File: src/rtl/core/smre_ram.sv
// Generic RAM with one write port and two registered read ports.
module smre_ram #(
    parameter int WIDTH = 15,
    parameter int DEPTH = 258
) (
    input  logic                     clk,
    input  logic                     we,
    input  logic [$clog2(DEPTH)-1:0] wr_addr,
    input  logic [WIDTH-1:0]         wr_data,
    input  logic                     re,
    input  logic [$clog2(DEPTH)-1:0] rd_addr_a,
    input  logic [$clog2(DEPTH)-1:0] rd_addr_b,
    output logic [WIDTH-1:0]         rd_data_a,
    output logic [WIDTH-1:0]         rd_data_b
);

    logic [WIDTH-1:0] mem_reg [DEPTH];
    logic [WIDTH-1:0] rd_a_reg;
    logic [WIDTH-1:0] rd_b_reg;

    always_ff @(posedge clk)
    begin
        if (we)
        begin
            mem_reg[wr_addr] <= wr_data;
        end
        if (re)
        begin
            rd_a_reg <= mem_reg[rd_addr_a];
            rd_b_reg <= mem_reg[rd_addr_b];
        end
    end

    assign rd_data_a = rd_a_reg;
    assign rd_data_b = rd_b_reg;

endmodule

File: config.mk
export PLATFORM = sky130hd
export DESIGN_NAME = smre_ram
export DESIGN_NICKNAME = d
export VERILOG_FILES = /design/src/rtl/core/smre_ram.sv
export SDC_FILE = /design/constraint.sdc
export NUM_CORES = 2
export LEC_CHECK = 0
export BUFFER_PORTS_ARGS = -buffer_cell sky130_fd_sc_hd__buf_2
export CELL_PAD_IN_SITES_DETAIL_PLACEMENT = 0
export CELL_PAD_IN_SITES_GLOBAL_PLACEMENT = 2
export CORE_UTILIZATION = 51
export DETAILED_ROUTE_END_ITERATION = 6
export HOLD_SLACK_MARGIN = 0.1
export PLACE_DENSITY_LB_ADDON = 0.1
export SETUP_SLACK_MARGIN = 0.15
export SLEW_MARGIN = 20
export SYNTH_ARGS = -nofsm -noshare
export SYNTH_HDL_FRONTEND = slang
export SYNTH_SLANG_ARGS = --single-unit
File: constraint.sdc
create_clock -name clk -period 3.7 [get_ports clk]
set_input_delay 0.37 -clock clk [delete_from_list [all_inputs] [get_ports clk]]
set_output_delay 0.37 -clock clk [all_outputs]
set_load 0.02 [all_outputs]
; ---- After elaboration in Yosys (flattened, before gate mapping)
; Memory sizes are Yosys's and may differ from the RTL's. A register that Yosys moved wholly into a read port is not among the register bits.
; Index checks and enable logic that the tools add are counted.
[word_totals]
regBits = 0
ramBits = 3870
inputBits = 45
out_inout_bits = 30
word_cells = 3
mem_count = 1
[memory_table]
columns = memory, words, word_bits, rd, rd_ports_with_merged_regs, wr, line
row1 = mem_reg, 258, 15, 2, 2, 1, 17  ; logic [WIDTH-1:0] mem_reg [DEPTH];
[classes]
mux = 2
[op_table]
columns = cell, count
row1 = two-way mux 1 bit, 2

; ---- Longest topological paths before layout
[depth]
depth_word = 2
depth_mapped = 13
depth_no_buf = 7

; ---- Least setup slack after synthesis
; OpenSTA, ideal clock, no wires.
[synth_timing]
path_kind = in2reg
start = in rd_addr_b[0]
end = reg rd_b_reg[11], in the netlist rd_data_b[11], read port of mem_reg, data pin
setup_ns = 0.264
t_arrival_ns = 2.523
t_required_ns = 3.436
slack_ns = 0.912
cell_stages = 12
path_buffers = 5
path_cell_list = buf_2 buf_4 buf_4 buf_2 buf_2 mux2_2 nand2_1 o21ai_0 a2111oi_0 o21ai_0 o21ai_0 a31oi_1
[synth_rtl]
columns = element, line
row1 = "start, declared", 12  ; input logic [$clog2(DEPTH)-1:0] rd_addr_b,
row2 = "end, declared", 19  ; logic [WIDTH-1:0] rd_b_reg;

==> flow_summary.toml <==
[run_status]
outcome = "finished, violations left"
violations = "negative setup slack"

[layout]
nets = 10100
stdcell_count = 15000
n_fill_cell = 25300
largest_register_ff_count = 3870
drive_gt1_share_pct = 38.1
area_growth_pct = 16.1

[grt]
grt_start_max_net_pins = 134
grt_pass1_vias = 107000
grt.overflow.total = 0
globalRouteTotalUtil_pct = 36.9
grt_pass1_wl_um = 893000
antenna_found_initial = 63

[route]
drc = 0
drtPass1Iterations = 5
drt_iter0_drc = 16900
routed_wl_um = 655000
via_count = 108000
post_drt_wl_per_cell_um = 43.7
vias_per_cell = 7.22
ant_nets = 0

[timing]
finalCriticalPeriod_ns = 3.70
finalCritPeriodShare_pct = 100
worst_clock_skew_ns = 0.0471
final.setup.worst_slack_ns = -0.00289
final-hold-violation-count = 0
rsz0062_at_grt = "false"
setup_viol = 1
max_freq_mhz = 270
report.final.slew_viol_count = 0
worst_slew_pin_slew_ns = 1.39
timing.slew.headroom_pct = 7.31

[cts]
clockBufferDepth = 4
numCtsBuffers = 418
clkLatencyLatePin_ns = 0.99
cts_tree = "done"
cts_sinks = 3900
clk_pin_slew_ns = 0.06
cts-htree-levels = 5
root_buffer = "clkbuf_16"

[synth]
synth.area.top_cells = "edfxtp_1 (65%), mux4_2 (23%), mux2i_1 (2.7%)"
synth-edff-count = 3900
synth.largest_area_cell = "edfxtp_1"
syn_area_per_cell_um2 = 20.0
syn_area_mm2 = 0.180
synth_warnings = 0
synth_ff_type = "edfxtp_1"
synthTopCellsByCount = "edfxtp_1 (3,900), mux4_2 (1,841), mux2i_1 (482)"
syn-num-nets = 9046
synthesis.instances = 9001
ys_async_sr_fraction_pct = 0
synth_top_area_share_pct = 65.2
yosys.cell_types.count = 62
synth.most_common_cell = "edfxtp_1"
ys_seq_area_share_pct = 65.2
synth-seq-cells = 3900

[power_and_ir_drop]
finalPower_mw = 100
ir_worst_vdd_uv = 472
switching_power_mw = 23.4
p_comb_share_pct = 8.9
power.density_mw_per_mm2 = 481
p_leak_nw = 67.0
seq_power_share_pct = 48.7
clkPwrFrac_pct = 42.5
p_int_mw = 76.9
switching_share_pct = 23.3

[critical_path]
worstPathRequired_ns = 4.42
timing.rr.end = "rd_data_a[4]$_DFFE_PP_"
cp_max_fo = 14
crit_path_start = "rd_addr_a[6]"
rr_worst_depth = 8
r2r_setup_slack_ns = 0.12
worstSetupStartpointType = "primary input"
worstPathArrival_ns = 4.42
cp-endpoint = "rd_data_a[13]$_DFFE_PP_"
endpoint_kind = "flop"
path_class = "primary input to flop"
rr_startpoint = "mem_reg[178][4]$_DFFE_PP_"

[die]
coreArea_mm2 = 0.350
dieArea_mm2 = 0.354
initial_core_util_pct = 51.3
die_h_um = 595
num_rows = 217
ioPinCount = 75
fp.dieW_um = 595

[placement]
dp_slack_ns = -0.785
place_congestion = 0.983
io_buffer_count = 74
dpl.cell_count = 14200
hpwlAfterDp_um = 444000

[flow_run]
maxCapViolCount = 0

[min_path]
whs_path_depth = 1
hold_class = "primary input to flop"
## routing by layer
metal | global-route usage, % | routed length, µm | vias up
li1 | - | - | 41400
met1 | 50.3 | 237000 | 58000
met2 | 55.6 | 298000 | 7340
met3 | 11.4 | 86400 | 1324
met4 | 15.4 | 33200 | 48
met5 | 0 | 329 | -
## cells in the final DEF, fill, tap and decap left out, drive strengths merged, types with 10 or more instances in the layout
cell type and instances:
a41oi 13, clkinv 191, bufinv 55, o22ai 72, mux2 39, edfxtp 3900
a22o 76, and3 28, dlygate4sd3 15, nor2b 40, nor3b 10, o21ai 95
a32oi 13, a31oi 14, diode 30, o221ai 79, clkbuf 507, a22oi 369
o31ai 10, nor3 56, nand2 198, nand3 126, nor4 18, nand4 48
and2 31, a211oi 49, a221oi 42, mux2i 482, nor2 332, a2111oi 20
o211ai 39, a21oi 143, buf 1294, mux4 1841
## repair_timing
| item | in CTS | in global routing |
|---|---|---|
| hold buffers | 14 | 1 |
| setup endpoints to repair | 1 | 1 |
| setup buffers | 0 | 0 |
| endpoints found under the hold margin | 615 | 30 |
| cloned | 0 | 0 |
| gates resized for setup | 2 | 1 |
## power groups by stage
stage	combinational (mW)	sequential, mW	clock, mW
floorplan	4.19	49.7	0
global placement	8.59	49.7	0
detailed placement	8.67	49.7	0
CTS	8.70	48.8	42.9
global route	9.04	48.8	44.5
finish	8.88	48.8	42.6
## cells by family after synthesis
group	count (synthesis)	share of synthesized area, %
compound gates	1063	4.25
simple gates	942	2.47
buf+inv	734	2.04
mux	2362	26.0
flops	3900	65.2
## worst max-delay path: stages
cell     delay, ns
buf_2         0.42
nor3b_2       0.11
buf_4         0.25
and2_0        0.53
buf_4         0.38
a22oi_1       0.40
nand2_1       0.30
nor3_1        0.95
buf_4         0.24
a32o_1        0.33
a31oi_1       0.07
## stage by stage
stage	util [%]	hold slack (ns)	TNS [ns]	cell area [µm²]
after global placement	55.5	0.773	-10.21	194000
final	59.5	0.151	-0.00289	208000
after detailed placement	55.5	0.786	-8.13	194000
after CTS	59.5	0.108	0	208000
after global routing	59.5	0.142	0	208000
after floorplan	-	0.469	0	180000
## area by class of cell
class | count | area, µm² | area share (%)
multi-input cells | 4367 | 59400 | 28.5
repair buffers | 1315 | 12400 | 5.95
clock inverters | 256 | 2770 | 1.33
clock buffers | 501 | 10900 | 5.24
diodes | 30 | 75.1 | 0.0360
inverters | 4 | 22.5 | 0.0108
flip-flops and latches | 3900 | 117000 | 56.2
well taps | 4599 | 5750 | 2.76
## worst min path at each step
stage	startpoint	to	slack [ns]
finish	wr_data[8]	mem_reg[203][8]$_DFFE_PP_	0.15
global route	wr_data[8]	mem_reg[206][8]$_DFFE_PP_	0.14
CTS	wr_addr[5]	mem_reg[60][11]$_DFFE_PP_	0.11
detailed placement	mem_reg[256][6]$_DFFE_PP_	rd_data_a[6]$_DFFE_PP_	0.79
global placement	mem_reg[256][11]$_DFFE_PP_	rd_data_a[11]$_DFFE_PP_	0.77
floorplan	wr_data[0]	mem_reg[0][0]$_DFFE_PP_	0.47
Note: power is estimated with default switching activity, not from simulation.
