`src/rtl/core/smre_pkg.sv`:
```
// Shared types and constants of the static-model range encoder.
package smre_pkg;

    localparam int RANGE_PRECISION = 14;
    localparam int CODER_W = 64;
    localparam int BYTE_W = 8;
    localparam int TABLE_W = 15;
    localparam int TABLE_DEPTH = 258;
    localparam int SYM_W = 9;
    localparam int CMD_W = 2;
    localparam int INIT_LOW_W = 63;
    localparam int CFG_IDX_W = 1;
    localparam int CFG_DATA_W = 64;
    localparam int CNT_W = 4;
    localparam int RENORM_BYTES = 3;
    localparam int RENORM_SHIFT = 24;
    localparam int FLUSH_SCAN_BYTES = 7;

    localparam logic [CODER_W-1:0] RENORM_LIMIT = CODER_W'(1) << (33 - RANGE_PRECISION);
    localparam logic [BYTE_W-1:0] ESCAPE_BYTE = 8'hFF;

    typedef enum logic [CMD_W-1:0] {
        CMD_LOAD   = 2'd0,
        CMD_ENCODE = 2'd1,
        CMD_FLUSH  = 2'd2
    } cmd_t;

    typedef enum logic [CFG_IDX_W-1:0] {
        REG_INITIAL_LOW   = 1'b0,
        REG_INITIAL_RANGE = 1'b1
    } cfg_reg_t;

    // Results of one item: an optional leading carry, a run of bytes taken from
    // the top of word, and an optional trailing carry.
    typedef struct packed {
        logic               lead_carry;
        logic               trail_carry;
        logic [CNT_W-1:0]   byte_count;
        logic [CODER_W-1:0] word;
    } emit_load_t;

endpackage

```
`src/rtl/core/smre_ifs.sv`:
```


interface smre_out_if;
    logic                                valid;
    logic                                ready;
    logic [smre_pkg::BYTE_W-1:0]         out_byte;
    logic                                is_carry;
    logic                                last;

    modport source (output valid, out_byte, is_carry, last, input ready);
    modport sink (input valid, out_byte, is_carry, last, output ready);
endinterface


```
`src/rtl/core/smre_emit.sv`:
```
// Result sequencer: sends the carry and byte results of one item, one per transfer.
module smre_emit (
    input  logic                 clk,
    input  logic                 rst_n,
    input  logic                 load_valid,
    input  smre_pkg::emit_load_t load,
    output logic                 free,
    smre_out_if.source           result
);

    logic                                pend_valid_reg, pend_valid_next;
    logic                                lead_reg, lead_next;
    logic                                trail_reg, trail_next;
    logic [smre_pkg::CNT_W-1:0]          count_reg, count_next;
    logic [smre_pkg::CODER_W-1:0]        word_reg, word_next;
    logic [smre_pkg::BYTE_W-1:0]         cur_byte;
    logic                                cur_carry;
    logic                                cur_last;
    logic                                take;

    always_comb
    begin
        cur_byte = '0;
        cur_carry = 1'b1;
        cur_last = 1'b1;
        if (lead_reg)
        begin
            cur_last = (count_reg == '0) && !trail_reg;
        end
        else if (count_reg != '0)
        begin
            cur_byte = word_reg[smre_pkg::CODER_W-1 -: smre_pkg::BYTE_W];
            cur_carry = 1'b0;
            cur_last = (count_reg == smre_pkg::CNT_W'(1)) && !trail_reg;
        end
    end

    assign take = pend_valid_reg && result.ready;
    assign free = !pend_valid_reg || (result.ready && cur_last);

    always_comb
    begin
        pend_valid_next = pend_valid_reg;
        lead_next = lead_reg;
        trail_next = trail_reg;
        count_next = count_reg;
        word_next = word_reg;
        if (take)
        begin
            if (lead_reg)
            begin
                lead_next = 1'b0;
            end
            else if (count_reg != '0)
            begin
                count_next = count_reg - smre_pkg::CNT_W'(1);
                word_next = word_reg << smre_pkg::BYTE_W;
            end
            else
            begin
                trail_next = 1'b0;
            end
            if (cur_last)
            begin
                pend_valid_next = 1'b0;
            end
        end
        if (load_valid && free)
        begin
            pend_valid_next = 1'b1;
            lead_next = load.lead_carry;
            trail_next = load.trail_carry;
            count_next = load.byte_count;
            word_next = load.word;
        end
    end

    always_ff @(posedge clk or negedge rst_n)
    begin
        if (!rst_n)
        begin
            pend_valid_reg <= 1'b0;
        end
        else
        begin
            pend_valid_reg <= pend_valid_next;
        end
    end

    always_ff @(posedge clk)
    begin
        lead_reg <= lead_next;
        trail_reg <= trail_next;
        count_reg <= count_next;
        word_reg <= word_next;
    end

    assign result.valid = pend_valid_reg;
    assign result.out_byte = cur_byte;
    assign result.is_carry = cur_carry;
    assign result.last = cur_last;

endmodule

```
`src/flat_wrapper.sv`:
```
// flat-port wrapper written by rule: the top's interface ports become plain ports
module smre_emit_flat 
  (clk, rst_n, load_valid, load, free, result_valid, result_out_byte, result_is_carry, result_last, result_ready);
  smre_out_if result_i ();
  input  logic clk;
  input  logic rst_n;
  input  logic load_valid;
  input  smre_pkg::emit_load_t load;
  output logic free;
  output wire logic [$bits(result_i.valid)-1:0] result_valid;
  output wire logic [$bits(result_i.out_byte)-1:0] result_out_byte;
  output wire logic [$bits(result_i.is_carry)-1:0] result_is_carry;
  output wire logic [$bits(result_i.last)-1:0] result_last;
  input wire logic [$bits(result_i.ready)-1:0] result_ready;
  assign result_valid = result_i.valid;
  assign result_out_byte = result_i.out_byte;
  assign result_is_carry = result_i.is_carry;
  assign result_last = result_i.last;
  assign result_i.ready = result_ready;
  smre_emit u_core (.clk(clk), .rst_n(rst_n), .load_valid(load_valid), .load(load), .free(free), .result(result_i));
endmodule
```
`config.mk`:
```
export PLATFORM = sky130hd
export DESIGN_NAME = smre_emit_flat
export DESIGN_NICKNAME = d
export VERILOG_FILES = /design/src/rtl/core/smre_pkg.sv /design/src/rtl/core/smre_ifs.sv /design/src/rtl/core/smre_emit.sv /design/src/flat_wrapper.sv
export SDC_FILE = /design/constraint.sdc
export NUM_CORES = 1
export LEC_CHECK = 0
export ABC_AREA = 1
export BUFFER_PORTS_ARGS = -buffer_cell sky130_fd_sc_hd__buf_2
export CAP_MARGIN = 20
export CORE_UTILIZATION = 53
export DETAILED_ROUTE_END_ITERATION = 16
export PLACE_DENSITY = 0.8
export RECOVER_POWER = 50
export SLEW_MARGIN = 20
export SYNTH_ARGS = -nofsm -noshare
export SYNTH_HDL_FRONTEND = slang
export SYNTH_SLANG_ARGS = --single-unit
```
`constraint.sdc`:
```
create_clock -name clk -period 6.74 [get_ports clk]
set_input_delay 1.348 -clock clk [delete_from_list [all_inputs] [get_ports clk]]
set_output_delay 1.348 -clock clk [all_outputs]
set_load 0.01 [all_outputs]
```
Yosys cells after proc, flatten, opt, wreduce, memory -nomap -nowiden
Index checks and enable logic that the tools add are counted.
W data, S select, Z words.
{"block": "totals", "wordCells": 48, "inputBits": 74, "output_inout_bits": 12, "register_bits": 71}
{"block": "op_classes", "n_addsub": 1, "n_reduce_logical": 16, "eq_ne": 3, "mux": 23}
{"operator": "$mux W64", "n": 4}
{"operator": "$mux W4", "n": 4}
{"operator": "$mux W8", "n": 2}
{"operator": "$mux W1", "n": 13}
{"operator": "$reduce_and A3 Y1", "n": 2}
{"operator": "$reduce_bool A2 Y1", "n": 3}
{"operator": "$logic_and A1 B1 Y1", "n": 5}
{"operator": "$eq A4 B1 Y1 const B", "n": 1}
{"operator": "$logic_not A4 Y1", "n": 1}
{"operator": "$ne A2 B2 Y1 const B", "n": 2}
{"operator": "$reduce_bool A4 Y1", "n": 1}
{"operator": "$sub A4 B1 Y4 const B", "n": 1}
{"operator": "$logic_not A1 Y1", "n": 2}
{"operator": "$reduce_and A2 Y1", "n": 1}
{"operator": "$logic_or A1 B1 Y1", "n": 1}

Logic depth before layout (Yosys ltp)
{"block": "depth", "ltp_word": 9, "depth_mapped": 10, "mapped_depth_nobuf": 9}

Worst setup path before layout
Ideal clock, no wire load.
{"block": "synth_timing", "path_kind": "input-to-reg", "start": "input port load_valid", "end": "register u_core.count_reg[0] (netlist bit) (enable)", "cell_stages": 4, "setup_ps": 516, "setup_slack_ps": 1151, "n_path_buf": 2, "t_arrival_ps": 5072, "path_cell_list": "buf_2 -> nand2_8 -> buf_6 -> a21oi_1"}
{"block": "synth_between", "elab_chain_cells": 3, "word_cells_on_any_way": 5}
{"item": "from (decl)", "line": "flat_wrapper.sv:7", "source": "input logic load_valid;"}
{"item": "$logic_and A1 B1 Y1 (*)", "line": "smre_emit.sv:68", "source": "if (load_valid && free)"}
{"item": "$ne A2 B2 Y1 (no source line) or $reduce_bool A2 Y1 (tied branches)"}
{"item": "$reduce_and A3 Y1 (no source line) (*)"}
{"item": "to (signal assigned)", "line": "smre_emit.sv:94", "source": "count_reg <= count_next;"}
{"item": "to (decl)", "line": "smre_emit.sv:14", "source": "logic [smre_pkg::CNT_W-1:0] count_reg, count_next;"}
Mark *: on every way between the ends. The rest lies on a longest branch, timed or not.
A chain may end at the register's enable or synchronous reset.

Final worst setup path
{"block": "layout_timing", "start": "input port result_ready", "end": "register u_core.word_reg[39] (netlist bit) (enable)"}
{"block": "layout_between", "elab_chain_cells": 5, "word_cells_on_any_way": 8}
{"item": "from (decl)", "line": "flat_wrapper.sv:14", "source": "input wire logic [$bits(result_i.ready)-1:0] result_ready;"}
{"item": "$logic_and A1 B1 Y1", "line": "smre_emit.sv:39", "source": "assign free = !pend_valid_reg || (result.ready && cur_last);"}
{"item": "$logic_or A1 B1 Y1", "line": "smre_emit.sv:39"}
{"item": "$logic_and A1 B1 Y1", "line": "smre_emit.sv:68"}
{"item": "$ne A2 B2 Y1 (no source line) or $reduce_bool A2 Y1 (tied branches)"}
{"item": "$reduce_and A3 Y1 (no source line) (*)"}
{"item": "to (signal assigned)", "line": "smre_emit.sv:95", "source": "word_reg <= word_next;"}
{"item": "to (decl)", "line": "smre_emit.sv:15", "source": "logic [smre_pkg::CODER_W-1:0] word_reg, word_next;"}
Marks and branches as above.

==> results_dict.tcl <==
set metrics [dict create \
    syn_area_per_cell_sq_um 9.96 \
    synth.most_common_cell "nand2_1" \
    diodes 0 \
    ir_drop_mv 0.317 \
    dp_hpwl_mm 3.74 \
    setup_tns_ns 0 \
    wl_per_cell_um 12.4 \
    use_met3_pct 6.97 \
    skew_ns 0.00861 \
    synth_commonest_cells "nand2_1 (125), edfxtp_1 (70), nand3_1 (63), inv_1 (24), nor2_1 (19)" \
    reg2reg_from "u_core.count_reg[0]" \
    busiest_layer "met2" \
    ff2ff_path_depth 9 \
    p_int_w 0.00112 \
    use_met2_pct 34.0 \
    cts_inserted_buffers 9 \
    r2r_slack_ns 2.14 \
    ys_async_sr_fraction_pct 1.41 \
    fp.dieH_um 81.4 \
    cp-endpoint "u_core.word_reg[39]" \
    gp_congestion 0.727 \
    maxSlewViolCount 64 \
    clkPwrFrac_pct 16.3 \
    vias 2452 \
    ioPinCount 86 \
    drc 0 \
    grt_pass1_wl_mm 10.0 \
    initial_core_util_pct 55.7 \
    cp_max_fo 73 \
    fin_nets 489 \
    relSlewSlack_pct -37.7 \
    syn_area_sq_mm 0.00334 \
    min_period_over_period_pct 70.7 \
    die_area_sq_mm 0.00662 \
    cts_setup_buffers 0 \
    rows 28 \
    grt-ovfl-total 0 \
    synth_nets 411 \
    grt_usage_pct 20.6 \
    firstDrtPassIters 4 \
    placeableCoreArea_sq_mm 0.00599 \
    antenna_found_initial 0 \
    tightest_slew_ns 2.06 \
    clkLatencyLatePin_ns 0.34 \
    period_needed_ns 4.76 \
    r2r-end "u_core.word_reg[39]" \
    cts-resized-gates 0 \
    clockBufferDepth 2 \
    maxCapViolCount 1 \
    synth.top_cell.area_share_pct 63.0 \
    end_kind "flop" \
    startpoint_type "primary input" \
    hold_viol_final 0 \
    switching_power_w 0.000571 \
    clkTransAtPathRegs_ns 0.06 \
    netlist_top_cells_area "edfxtp_1 (63%), nand2_1 (14%), nand3_1 (9.4%)" \
    synthCells 335 \
    postCtsHoldBufs 0 \
    crit_start "result_ready" \
    fp.dieW_um 81.4 \
    p_comb_share_pct 31.6 \
    port_buffers 85 \
    yosysSeqAreaShare_pct 63.7 \
    yosysTopAreaCell "edfxtp_1" \
    switching_share_pct 33.7 \
    violations "capacitance limit, slew limit" \
    rsz0062_at_grt "no" \
    cts_tree "yes" \
    drt-total-wl_mm 6.12 \
    drt.antenna.violating_nets 0 \
    holdCritPathClass "flop to flop" \
    p_per_area_mw_per_mm2 437 \
    synth_warnings 0 \
    p_seq_share_pct 52.1 \
    yosys_most_used_dff "edfxtp_1" \
    cp.required_ns 6.70 \
    cts_root_buf "clkbuf_8" \
    area_growth_pct 16.1 \
    power_leakage_nw 1.85 \
    arrival_ns 4.72 \
    met1_usage_pct 25.2 \
    status "finished, violations left" \
    vias_per_cell 4.97 \
    grt_max_degree 74 \
    critical_path_class "primary input to flop" \
    synth_edf_count 70 \
    drt_iter0_drc 149 \
    grt_pass1_vias 2364 \
    holdWs_ns 0.510 \
    largest_reg_flops 64 \
    drive_gt1_share_pct 23.9 \
    htreeDepth 3 \
    cts_sinks 71 \
    setup_violations 0 \
    netlist-cell-type-count 19 \
    synth_seq_cells 71 \
    fmax_mhz 210 \
]
==> layout by cell type, fill, tap and decap left out, types with 2 or more instances in the layout <==
master and n:
clkbuf_8 9, nor2_1 19, clkbuf_1 5, xor2_1 2, buf_2 82, edfxtp_1 70
buf_4 2, nand2_1 127, inv_1 24, clkinv_2 2, nand3_1 63, clkinv_1 2
ha_1 2
==> worst max-delay path, cell delays in order <==
cell and delay (ns):
clkbuf_1 0.11, nand2_2 0.06, nand2_1 1.46, nand2_8 0.71
a21oi_4 0.30, buf_4 0.69
==> metrics by stage <==
step	instances	power, W	util [%]	worst slack (ns)	instance area, sq um
after detailed placement	477	0.00143	62.3	2.94	3730
after global placement	477	0.00140	62.3	2.96	3730
after CTS	493	0.00171	64.9	3.13	3890
after global routing	493	0.00183	64.7	1.61	3870
after floorplan	335	0.00132	-	1.15	3340
final	493	0.00169	64.7	1.98	3870
==> routing by layer <==
metal,share of wire [%],vias to the layer above
met1,44,1100
met5,0,-
met4,0.26,0
met3,6.9,2
li1,-,1263
met2,49,87
==> worst min path at each step <==
| stage | start | slack, ns | to | cells after the start |
|---|---|---|---|---|
| after floorplan | u_core.word_reg[2] | 0.49 | u_core.word_reg[10] | 2 |
| after global placement | u_core.word_reg[32] | 0.49 | u_core.word_reg[40] | 2 |
| after detailed placement | u_core.word_reg[34] | 0.49 | u_core.word_reg[42] | 2 |
| after CTS | u_core.word_reg[25] | 0.51 | u_core.word_reg[33] | 2 |
| after global routing | u_core.word_reg[48] | 0.52 | u_core.word_reg[56] | 2 |
| final | u_core.word_reg[39] | 0.51 | u_core.word_reg[47] | 2 |
==> layout make-up <==
cell class	count	area, sq um
repair buffers	87	437
well taps	75	93.8
inverters	24	90.1
clock buffers	11	131
clock inverters	5	25.0
multi-input cells	220	970
flip-flops and latches	71	2130
fillers	510	2120
==> kinds of logic (layout without fill, tap and decap cells) <==
group                      after synthesis  after routing  synth area share, %
AOI/OAI and AO/OA                        3              3                0.450
xor gates and xnor gates                 2              2                0.525
adders and majority gates                2              2                0.750
buffers and inverters                   44            127                 7.24
DFF                                     71             71                 63.7
and+or+nand+nor                        213            213                 27.3
==> power by group through the flow <==
| stage | combinational, W | clock [W] | sequential [W] |
|---|---|---|---|
| finish | 0.000535 | 0.000276 | 0.000882 |
| detailed placement | 0.000538 | 0 | 0.000894 |
| global placement | 0.000515 | 0 | 0.000882 |
| floorplan | 0.000427 | 0 | 0.000895 |
| CTS | 0.000539 | 0.000282 | 0.000886 |
| global route | 0.000625 | 0.000302 | 0.000907 |
Power figures use the tool's default switching activity.
